--- src/rtl/core/sorted_priority_queue_defines.svh ---
// assertion macros for the sorted priority queue
`ifndef SORTED_PRIORITY_QUEUE_DEFINES_SVH
`define SORTED_PRIORITY_QUEUE_DEFINES_SVH

// same-cycle implication, disabled while in reset
`define SPQ_ASSERT_NOW(label, clk, rstn, ante, cons) \
  label: assert property (@(posedge clk) disable iff (!(rstn)) (ante) |-> (cons)) \
    else $error("spq assertion failed");

// next-cycle implication, disabled while in reset
`define SPQ_ASSERT_NEXT(label, clk, rstn, ante, cons) \
  label: assert property (@(posedge clk) disable iff (!(rstn)) (ante) |=> (cons)) \
    else $error("spq assertion failed");

`endif

--- src/rtl/core/spq_pkg.sv ---
// types and constants shared by the sorted priority queue
package spq_pkg;

  localparam int unsigned DEPTH_DEF     = 512;
  localparam int unsigned KEY_WIDTH_DEF = 32;

  localparam int unsigned KEY_W    = 32;
  localparam int unsigned HANDLE_W = 9;
  localparam int unsigned COUNT_W  = 10;

  typedef enum logic {
    CMD_ENQ,
    CMD_DEQ
  } cmd_e;

  typedef enum logic [1:0] {
    ST_DONE,
    ST_EMPTY,
    ST_FULL
  } status_e;

  typedef struct packed {
    cmd_e                cmd;
    logic [KEY_W-1:0]    key;
    logic [HANDLE_W-1:0] item_handle;
  } in_t;

  typedef struct packed {
    status_e             status;
    logic [KEY_W-1:0]    out_key;
    logic [HANDLE_W-1:0] out_handle;
    logic [COUNT_W-1:0]  entry_count;
  } out_t;

  // broadcast from the control to every cell
  typedef struct packed {
    logic                enq;
    logic                deq;
    logic [HANDLE_W-1:0] handle;
  } cell_ctl_t;

endpackage

--- src/rtl/core/spq_cell.sv ---
// one storage cell of the shift-register priority queue
module spq_cell #(
  parameter int unsigned KEY_WIDTH = spq_pkg::KEY_WIDTH_DEF
) (
  input  logic                          clk_i,
  input  spq_pkg::cell_ctl_t            ctl_i,
  input  logic [KEY_WIDTH-1:0]          new_key_i,
  input  logic                          occ_i,
  input  logic                          prev_ge_i,
  input  logic [KEY_WIDTH-1:0]          prev_key_i,
  input  logic [spq_pkg::HANDLE_W-1:0]  prev_handle_i,
  input  logic [KEY_WIDTH-1:0]          next_key_i,
  input  logic [spq_pkg::HANDLE_W-1:0]  next_handle_i,
  output logic                          ge_o,
  output logic [KEY_WIDTH-1:0]          key_o,
  output logic [spq_pkg::HANDLE_W-1:0]  handle_o
);

  logic [KEY_WIDTH-1:0]         key_q, key_d;
  logic [spq_pkg::HANDLE_W-1:0] handle_q, handle_d;

  // empty cells count as not smaller, so an entry above every stored key lands at the tail
  assign ge_o = !occ_i || (key_q >= new_key_i);

  always_comb begin
    key_d    = key_q;
    handle_d = handle_q;
    if (ctl_i.enq && ge_o) begin
      if (prev_ge_i) begin
        key_d    = prev_key_i;
        handle_d = prev_handle_i;
      end else begin
        key_d    = new_key_i;
        handle_d = ctl_i.handle;
      end
    end else if (ctl_i.deq) begin
      key_d    = next_key_i;
      handle_d = next_handle_i;
    end
  end

  always_ff @(posedge clk_i) begin
    key_q    <= key_d;
    handle_q <= handle_d;
  end

  assign key_o    = key_q;
  assign handle_o = handle_q;

endmodule

--- config.mk ---
export PLATFORM = sky130hd
export DESIGN_NAME = spq_cell
export DESIGN_NICKNAME = d
export VERILOG_FILES = /design/src/rtl/core/sorted_priority_queue_defines.svh /design/src/rtl/core/spq_pkg.sv /design/src/rtl/core/spq_cell.sv
export SDC_FILE = /design/constraint.sdc
export NUM_CORES = 1
export LEC_CHECK = 0
export ABC_AREA = 1
export BUFFER_PORTS_ARGS = -buffer_cell sky130_fd_sc_hd__buf_4
export CELL_PAD_IN_SITES_DETAIL_PLACEMENT = 0
export CELL_PAD_IN_SITES_GLOBAL_PLACEMENT = 1
export CORE_MARGIN = 2
export CORE_UTILIZATION = 28
export DETAILED_ROUTE_END_ITERATION = 16
export HOLD_SLACK_MARGIN = 0.03
export MAX_ROUTING_LAYER = met4
export PLACE_DENSITY_LB_ADDON = 0.1
export SYNTH_ARGS = -nofsm -noshare
export SYNTH_HDL_FRONTEND = slang
export SYNTH_SLANG_ARGS = --single-unit
--- constraint.sdc ---
create_clock -name clk_i -period 2.97 [get_ports clk_i]
set_clock_uncertainty 0.2 [all_clocks]
set_input_delay 0.594 -clock clk_i [delete_from_list [all_inputs] [get_ports clk_i]]
set_output_delay 0.594 -clock clk_i [all_outputs]
set_load 0.01 [all_outputs]
# Word level (Yosys, flattened, before mapping)
# Index checks and enable logic that the tools add are counted.
# op_classes
reduce_logical	4
magnitude_cmp	1
n_mux	6
# ops
cell	n
2-to-1 mux 32 bit	3
greater-or-equal comparator 32 bit	1
2-to-1 mux 9 bit	3
nonzero test 2 bit	1
logical AND 1 bit	1
zero test 1 bit	1
logical OR 1 bit	1
# totals
reg_bits	41
elab_cells	13
inputBits	128
output_inout_bits	42

# Depth between registers and ports, before layout
# Gate-level depths: netlist of the first run.
# logic_depth
depth_word	4
mapped_depth	17
mapped_depth_nobuf	16

# Worst setup path after synthesis of the first run
# OpenSTA, ideal clock, no wires.
# synth_path
path_type	input port to flip-flop
from	in new_key_i[7]
to	reg handle_q (netlist bit handle_o[0]), enable pin
setup_slack_ns	-0.229
setup_time_ns	0.399
arrival_ns	2.600
required_time_ns	2.371
stages	15
n_path_buf	1
cell_sequence	inv_1 ha_1 nand2_1 inv_2 nand2_1 nor2_1 nor2_1 nand2_1 nand2_1 nand2_1 nand2_1 nand2_4 nand2_4 buf_6 nand2_1
# synth_between
elab_chain_cells	4
# synth_rtl
element	line	rtl
start: declaration	spq_cell.sv:7	input logic [KEY_WIDTH-1:0] new_key_i,
greater-or-equal comparator 32 bit	spq_cell.sv:23	assign ge_o = !occ_i || (key_q >= new_key_i);
logical OR 1 bit	spq_cell.sv:23	
logical AND 1 bit	spq_cell.sv:28	if (ctl_i.enq && ge_o) begin
nonzero test 2 bit (no source line)	n/a	
end signal: assignment	spq_cell.sv:44	handle_q <= handle_d;
end: declaration	spq_cell.sv:20	logic [spq_pkg::HANDLE_W-1:0] handle_q, handle_d;
# No other way between the ends.
# A chain may end at the register's enable or synchronous reset.

# Worst setup path after layout of the first run
# layout_path
from	reg key_q[19] (netlist: key_o[19])
to	out ge_o
# layout_between
elab_chain_cells	2
# layout_rtl
element	line	rtl
start: declaration	spq_cell.sv:19	logic [KEY_WIDTH-1:0] key_q, key_d;
start signal: assignment	spq_cell.sv:43	key_q <= key_d;
greater-or-equal comparator 32 bit	spq_cell.sv:23	
logical OR 1 bit	spq_cell.sv:23	
end: declaration	spq_cell.sv:14	output logic ge_o,
# No other way between the ends.

==> impl_metrics.ini, run 1 <==
[global_routing]
grt_pass1_wl_mm = 15.3
grt_use_met3_pct = 3.56
grt_overflow_total = 0
grt_max_degree = 58
grt_usage_pct = 16.9
gr-usage-met1_pct = 20.5
met2_usage_pct = 28.7
grt_pass1_vias = 3217
busiest_layer = met2
antenna_found_initial = 0

[die]
ios = 170
die_y_microns = 110
die_x_microns = 110
dieArea_sq_um = 12100
core_area_sq_um = 10900
initial_core_util_pct = 28.8
rows = 38

[power_and_ir_drop]
leakage_uw = 0.00246
power_density_nw_per_um2 = 433
ir_drop_mv = 0.203

[critical_path]
required_ns = 2.18
crit_path_max_fanout = 4
cpMostUsedCell = nand2_1
cp_slowest_cell = edfxtp_1
rr_worst_depth = 14
arrival_ns = 1.87
crit_buf_inv = 1
crit_path_max_incr_delay_ns = 0.43
start_kind = flop
cp_num_cells = 8
cp_top_family = compound AO/OA/AOI/OAI gates
critPathCaptureType = output port
path_cells = ha_1 -> a21oi_1 -> o21ai_0 -> nand2_1 -> nand2_1 -> a21oi_2 -> nand2_4 -> buf_4
worst-setup-path-type = flop to output port

[yosys]
synth_edf_count = 41
yosysUniqueCellTypes = 20
ys_seq_area_share_pct = 39.2
yosys_warnings = 0
syn_avg_cell_area_sq_um = 7.83
syn-num-nets = 561
syn_inst = 401
ys_ff_latch = 41
ys_async_sr_fraction_pct = 0
synth_ff_type = edfxtp_1
syn-cell-area_sq_um = 3140

[final_layout]
layout.nets = 724
drive_above_1_share_pct = 35.4
area_growth_pct = 48.5
diodes = 0

[detailed_routing]
wl_per_cell_microns = 13.7
routed_wl_mm = 9.67
drc = 0
vias = 3145
drtAntennaViolNets = 0
drt_first_pass_iters = 4
viasPerCell = 4.46
detail_route.iter0.violations = 86

[clock_tree]
ctsLongestPathBuffers = 2
clock-root-buffer = clkbuf_8
postCtsSetupBuffers = 0
clkLatencyLatePin_ns = 0.30
clock_sinks = 41
cts_max_level = 2
holdBufCountCts = 0
cts_tree = yes
clk_pin_slew_ns = 0.09
cts_inserted_buffers = 5
cts.repair.resized = 0

[sta]
worstMarginPinSlew_ns = 0.557
finalCritPeriodShare_pct = 89.8
max_freq_mhz = 375
finalSetupViolCount = 0
setup-tns-final_ns = 0
hold_viol_final = 0
slew-limit-headroom_pct = 62.9
rsz0062_at_grt = no
min_period_ns = 2.67
slew_violations = 0
setup_slack_ns = 0.303

[min_path]
hold_depth = 3
min_path_type = primary input to flop

[placement]
io_buffers = 169
hpwl_mm = 7.30
preCtsSetupSlack_ns = 0.276
place_congestion = 0.758

[job]
max_cap_viol_count = 0

[status]
status = finished clean
-- per-stage QoR --
step | std cells | hold slack, ns | instance area, sq um | utilization [%] | power, uW
2_1_floorplan | 401 | 0.573 | 3140 | - | 1150
3_3_place_gp | 697 | 0.657 | 4530 | 41.6 | 1480
3_5_place_dp | 697 | 0.660 | 4530 | 41.6 | 1490
4_1_cts | 705 | 0.329 | 4660 | 42.8 | 2060
5_1_grt | 705 | 0.337 | 4660 | 42.8 | 2160
6_report | 705 | 0.342 | 4660 | 42.8 | 2020
-- final timing paths --
check / start / to / slack, ns
worst min-delay path: next_handle_i[2] / handle_o[2] / 0.34
worst max register to register: key_o[6] / key_o[16] / 0.63
worst max-delay path: key_o[19] / ge_o / 0.30
worst min register to register: key_o[31] / key_o[26] / 1.12
-- synthesized netlist by cell type (5+ instances only) --
library cell / n / area, sq um
a21oi_1: 14 / 70.1
nor2_1: 9 / 33.8
inv_1: 41 / 154
ha_1: 32 / 400
o21ai_0: 35 / 175
nand2_1: 147 / 552
buf_2: 5 / 25.0
nand3_1: 41 / 205
mux2_2: 10 / 113
clkbuf_1: 8 / 30.0
edfxtp_1: 41 / 1230
-- routing by layer --
layer	vias to the layer above	routed length [microns]
li1	1650	-
met1	1391	4280
met2	97	4650
met3	7	629
met4	0	112
met5	-	0
-- power by group --
part | switching (uW) | internal [uW]
clock network | 225 | 334
registers | 40.2 | 738
logic | 341 | 339
total | 605 | 1410
-- sequential cells by signal (all words and copies together), names as in the netlist --
signal    count
key_o        32
handle_o      9
-- final cells by class --
| type | instances | area, sq um |
|---|---|---|
| inverter | 42 | 158 |
| timing repair buffer | 177 | 1340 |
| clock inverter | 3 | 65.1 |
| sequential | 41 | 1230 |
| clock buffer | 5 | 68.8 |
| fill | 1190 | 6230 |
| multi-input combinational | 297 | 1620 |
| tap | 140 | 175 |
-- logic make-up after synthesis --
group	share of synthesized area [%]
buffers and inverters	9.17
and+or+nand+nor	26.9
DFF	39.2
adders and majority gates	12.8
AOI/OAI and AO/OA	8.33
muxes	3.59
-- cell usage in the layout (no fill, tap or decap), drive strengths merged, types with 2 or more instances in the layout --
cell type    n
buf        177
bufinv       2
mux2        10
o21ai       35
edfxtp      41
clkbuf       5
nand3       41
ha          32
nor2         9
inv         42
nand4        3
a21oi       15
nand2      149
-- worst reg2reg max path: stages, from the launching register on --
cell      delay, ns
edfxtp_1       0.42
ha_1           0.29
nand2_1        0.05
inv_2          0.05
nand2_1        0.05
nor2_1         0.10
nor2_1         0.04
nand2_1        0.07
nand2_1        0.05
nand2_1        0.10
nand2_1        0.10
nand2_4        0.10
nand2_4        0.06
nand2_2        0.09
buf_4          0.25
No activity file was read; power rests on OpenSTA's default activity.
==> inputs of run 2 (changes only) <==
--- a/config.mk
+++ b/config.mk
@@ -9,12 +9,13 @@
 export BUFFER_PORTS_ARGS = -buffer_cell sky130_fd_sc_hd__buf_4
 export CELL_PAD_IN_SITES_DETAIL_PLACEMENT = 0
 export CELL_PAD_IN_SITES_GLOBAL_PLACEMENT = 1
-export CORE_MARGIN = 2
+export CORE_MARGIN = 3
 export CORE_UTILIZATION = 28
 export DETAILED_ROUTE_END_ITERATION = 16
 export HOLD_SLACK_MARGIN = 0.03
 export MAX_ROUTING_LAYER = met4
 export PLACE_DENSITY_LB_ADDON = 0.1
+export REMOVE_ABC_BUFFERS = 1
 export SYNTH_ARGS = -nofsm -noshare
 export SYNTH_HDL_FRONTEND = slang
 export SYNTH_SLANG_ARGS = --single-unit
==> impl_metrics.ini, run 2 (same netlist as run 1, synthesis figures left out) <==
[critical_path]
crit_path_max_incr_delay_ns = 0.31
worst-setup-path-type = primary input to output port
cp_top_family = simple AND/OR/NAND/NOR gates
rr_worst_depth = 14
start_kind = primary input
crit_path_max_fanout = 5
r2r-start = key_o[5]
cp_num_cells = 14
critPathCaptureType = output port
cpMostUsedCell = nand2_1
startpoint = new_key_i[5]
arrival_ns = 1.97
required_ns = 2.18
cp_slowest_cell = ha_1
path_cells = buf_4 -> inv_1 -> ha_1 -> nand2_1 -> inv_1 -> nand2_1 -> nor2_1 -> nor2_1 -> nand2_1 -> nand2_1 -> nand2_1 -> nand2_1 -> nand2_4 -> buf_4
crit_buf_inv = 4

[final_layout]
regArea_sq_um = 1230
largest_reg_flops = 32
final_core_util_pct = 42.6
layout.nets = 723
mostFrequentLayoutCell = buf_4
multiInputGateArea_sq_um = 1620
nFillCells = 1114
diodes = 0
final_cells = 704
layout_common_cells = buf_4 (174), nand2_1 (146), inv_1 (41), nand3_1 (41), edfxtp_1 (41)
area_growth_pct = 47.9
drive_above_1_share_pct = 35.1

[power_and_ir_drop]
ir_drop_mv = 0.180
leakage_uw = 0.00244
power_density_nw_per_um2 = 411

[status]
status = finished clean

[clock_tree]
cts_inserted_buffers = 5
clk_pin_slew_ns = 0.09
cts.repair.resized = 0
clock-root-buffer = clkbuf_8
cts_tree = yes
clkLatencyLatePin_ns = 0.29
clock_sinks = 41
cts_max_level = 2
ctsLongestPathBuffers = 2
postCtsSetupBuffers = 0
holdBufCountCts = 0

[die]
die_y_microns = 112
rows = 38
dieArea_sq_um = 12500
die_x_microns = 112
ios = 170
initial_core_util_pct = 28.8
core_area_sq_um = 10900

[sta]
rsz0062_at_grt = no
slew-limit-headroom_pct = 64.5
setup_slack_ns = 0.208
finalCritPeriodShare_pct = 93.0
finalSetupViolCount = 0
hold_viol_final = 0
max_freq_mhz = 362
setup-tns-final_ns = 0
slew_violations = 0
min_period_ns = 2.76
worstMarginPinSlew_ns = 0.532
holdWs_ns = 0.359

[detailed_routing]
detail_route.iter0.violations = 180
drt_first_pass_iters = 4
viasPerCell = 4.44
drtAntennaViolNets = 0
vias = 3126
drc = 0
wl_per_cell_microns = 13.5
routed_wl_mm = 9.51

[placement]
placedCellCount = 696
hpwl_mm = 7.43
io_buffers = 169
preCtsSetupSlack_ns = 0.123
place_congestion = 0.772

[job]
max_cap_viol_count = 0

[global_routing]
grt_usage_pct = 15.4
grt_overflow_total = 0
grt_max_degree = 57
grt_pass1_vias = 3210
grt_pass1_wl_mm = 15.3
antenna_found_initial = 0

[min_path]
hold_start = next_handle_i[7]
min_path_type = primary input to flop
hold_depth = 3
## run 2: final cells by class
| type | count | area share, % |
|---|---|---|
| inverters | 42 | 3.40 |
| clock inverters | 3 | 0.889 |
| repair buffers | 176 | 29.0 |
| clock buffers | 5 | 1.48 |
| flip-flops and latches | 41 | 26.5 |
| multi-input cells | 297 | 34.9 |
| well taps | 140 | 3.77 |
## run 2: metrics by stage
stage          cell area (sq um)  power, uW
2_1_floorplan               3010       1100
3_3_place_gp                4530       1490
3_5_place_dp                4530       1490
4_1_cts                     4640       1950
5_1_grt                     4640       2060
6_report                    4640       1910
## run 2: layer usage
metal | global-route usage [%] | vias up | share of wire (%)
met5 | - | - | 0
met4 | 2.43 | 0 | 0.49
met3 | 4.35 | 5 | 8.0
met2 | 24.5 | 117 | 45
met1 | 19.9 | 1353 | 47
li1 | - | 1651 | -
## run 2: path summary, 6_finish.rpt
kind | endpoint | slack [ns]
hold / removal | handle_o[7] | 0.36
setup reg to reg | key_o[7] | 0.45
hold reg to reg | key_o[23] | 0.92
setup / recovery | ge_o | 0.21
## run 2: worst register-to-register path: cells and delay by family, from the launching register on
kind	cells	cell delay [ns]
and+or+nand+nor	11	1.04
DFF	1	0.40
adders and majority gates	1	0.31
buffers and inverters	2	0.25
## run 2: power by group
part	switching (uW)	internal, uW	total (uW)	leakage (uW)
sequential	39.4	737	777	0.000420
clock	198	248	445	0.0000518
combinational	346	341	687	0.00197
==> inputs of run 3 (changes only) <==
--- a/config.mk
+++ b/config.mk
@@ -12,6 +12,7 @@
 export CORE_MARGIN = 3
 export CORE_UTILIZATION = 28
 export DETAILED_ROUTE_END_ITERATION = 16
+export GPL_TIMING_DRIVEN = 0
 export HOLD_SLACK_MARGIN = 0.03
 export MAX_ROUTING_LAYER = met4
 export PLACE_DENSITY_LB_ADDON = 0.1
==> impl_metrics.ini, run 3 (same netlist as run 1, synthesis figures left out) <==
[clock_tree]
cts_max_level = 2
holdBufCountCts = 0
cts_inserted_buffers = 5
clock-root-buffer = clkbuf_8
clk_pin_slew_ns = 0.10
cts_tree = yes
clock_sinks = 41
ctsLongestPathBuffers = 2
clkLatencyLatePin_ns = 0.30

[global_routing]
grt_pass1_wl_mm = 16.0
grt_overflow_total = 0
antenna_found_initial = 0
grt_pass1_vias = 3220
grt_max_degree = 73
grt_usage_pct = 16.4

[final_layout]
area_growth_pct = 50.0
mostFrequentLayoutCell = buf_4
drive_above_1_share_pct = 36.0
multiInputGateArea_sq_um = 1700
diodes = 0
final_cells = 709
layout_common_cells = buf_4 (177), nand2_1 (145), inv_1 (41), nand3_1 (41), edfxtp_1 (41)
nFillCells = 1128
largest_reg_flops = 32
layout.nets = 728
regArea_sq_um = 1230

[die]
rows = 38
ios = 170
core_area_sq_um = 10900
die_y_microns = 112
die_x_microns = 112
initial_core_util_pct = 28.8
dieArea_sq_um = 12500

[sta]
slew_violations = 0
slew-limit-headroom_pct = 53.3
max_freq_mhz = 364
finalSetupViolCount = 0
rsz0062_at_grt = no
setup_slack_ns = 0.222
min_period_ns = 2.75
finalCritPeriodShare_pct = 92.5
hold_viol_final = 0
worstMarginPinSlew_ns = 0.701

[placement]
place_congestion = 0.755
io_buffers = 169
hpwl_mm = 6.94
preCtsSetupSlack_ns = -1.07
placedCellCount = 690

[power_and_ir_drop]
power_density_nw_per_um2 = 401
leakage_uw = 0.00247
ir_drop_mv = 0.194
design_power_total_uw = 1890

[detailed_routing]
drtAntennaViolNets = 0
drc = 0
routed_wl_mm = 10.4
vias = 3256
wl_per_cell_microns = 14.6
detail_route.iter0.violations = 178
drt_first_pass_iters = 4
viasPerCell = 4.59

[critical_path]
critPathCaptureType = output port
start_kind = primary input
required_ns = 2.18
cp_top_family = compound AO/OA/AOI/OAI gates
crit_path_max_fanout = 6
crit_path_max_incr_delay_ns = 0.32
cp_slowest_cell = ha_1
path_cells = buf_4 -> inv_1 -> ha_1 -> a21oi_1 -> o21ai_0 -> a21oi_1 -> nand2_1 -> nand2_4 -> nand2_8 -> buf_4
worst-setup-path-type = primary input to output port
crit_buf_inv = 3
arrival_ns = 1.95

[job]
max_cap_viol_count = 0

[min_path]
min_path_type = primary input to flop

[status]
status = finished clean
-- run 3: cell types whose count changed in the layout (fill, tap and decap cells not counted), moves of 2 or more --
cell	delta
clkinv_2	+2
nand2_4	+2
nand2_8	+3
buf_4	+3
buf_12	-2
-- run 3: what timing repair did --
| item | 4_1_cts | 5_1_grt |
|---|---|---|
| cloned | 2 | 1 |
| hold endpoints to repair | 0 | 0 |
| resized for setup | 6 | 1 |
| setup endpoints to repair | 63 | 21 |
| pin swaps | 3 | 2 |
| buffers inserted | 0 | 8 |
-- run 3: layout make-up --
cell class,instances,area share [%]
Clock buffer,5,1.46
Clock inverter,3,0.372
Inverter,42,3.35
Multi-Input combinational cell,300,36.1
Sequential cell,41,26.1
Tap cell,140,3.72
Timing Repair Buffer,178,28.8
-- run 3: metrics by stage --
step | instance area, sq um | hold slack [ns] | util (%) | setup TNS (ns)
global route | 4710 | 0.346 | 43.2 | 0
CTS | 4630 | 0.337 | 42.5 | 0
floorplan | 3010 | 0.573 | - | -21.64
global placement | 4450 | 0.657 | 40.9 | -92.87
finish | 4710 | 0.347 | 43.2 | 0
detailed placement | 4480 | 0.662 | 41.2 | -52.24
-- run 3: worst reg2reg max path: stages, from the launching register on --
cell      delay (ns)
edfxtp_1        0.41
ha_1            0.32
nand2_1         0.05
inv_1           0.05
nand2_1         0.06
nor2_1          0.10
nor2_1          0.04
nand2_1         0.07
nand2_1         0.05
nand2_1         0.12
nand2_4         0.10
nand2_8         0.11
nand2_8         0.22
nand2_8         0.29
buf_16          0.19
-- run 3: layer usage --
| layer | vias to the layer above | share of wire [%] | track usage, % |
|---|---|---|---|
| li1 | 1668 | - | - |
| met1 | 1447 | 45 | 20.6 |
| met2 | 133 | 46 | 27.5 |
| met3 | 8 | 8.2 | 3.64 |
| met4 | 0 | 0.57 | 2.68 |
| met5 | - | 0 | - |
-- run 3: path summary, 6_finish.rpt --
check             slack [ns]              from  cells past startpoint     endpoint
setup / recovery        0.22      new_key_i[9]                     10         ge_o
hold / removal          0.35  next_handle_i[4]                      3  handle_o[4]
setup reg to reg        0.27          key_o[5]                     14     key_o[1]
hold reg to reg         0.99         key_o[30]                      9    key_o[22]
-- run 3: report_power, final --
group / internal, uW / total (uW) / leakage, uW / switching, uW
Clock: 163 / 384 / 0.0000439 / 221
Sequential: 737 / 777 / 0.000420 / 40.0
Combinational: 353 / 728 / 0.00201 / 374
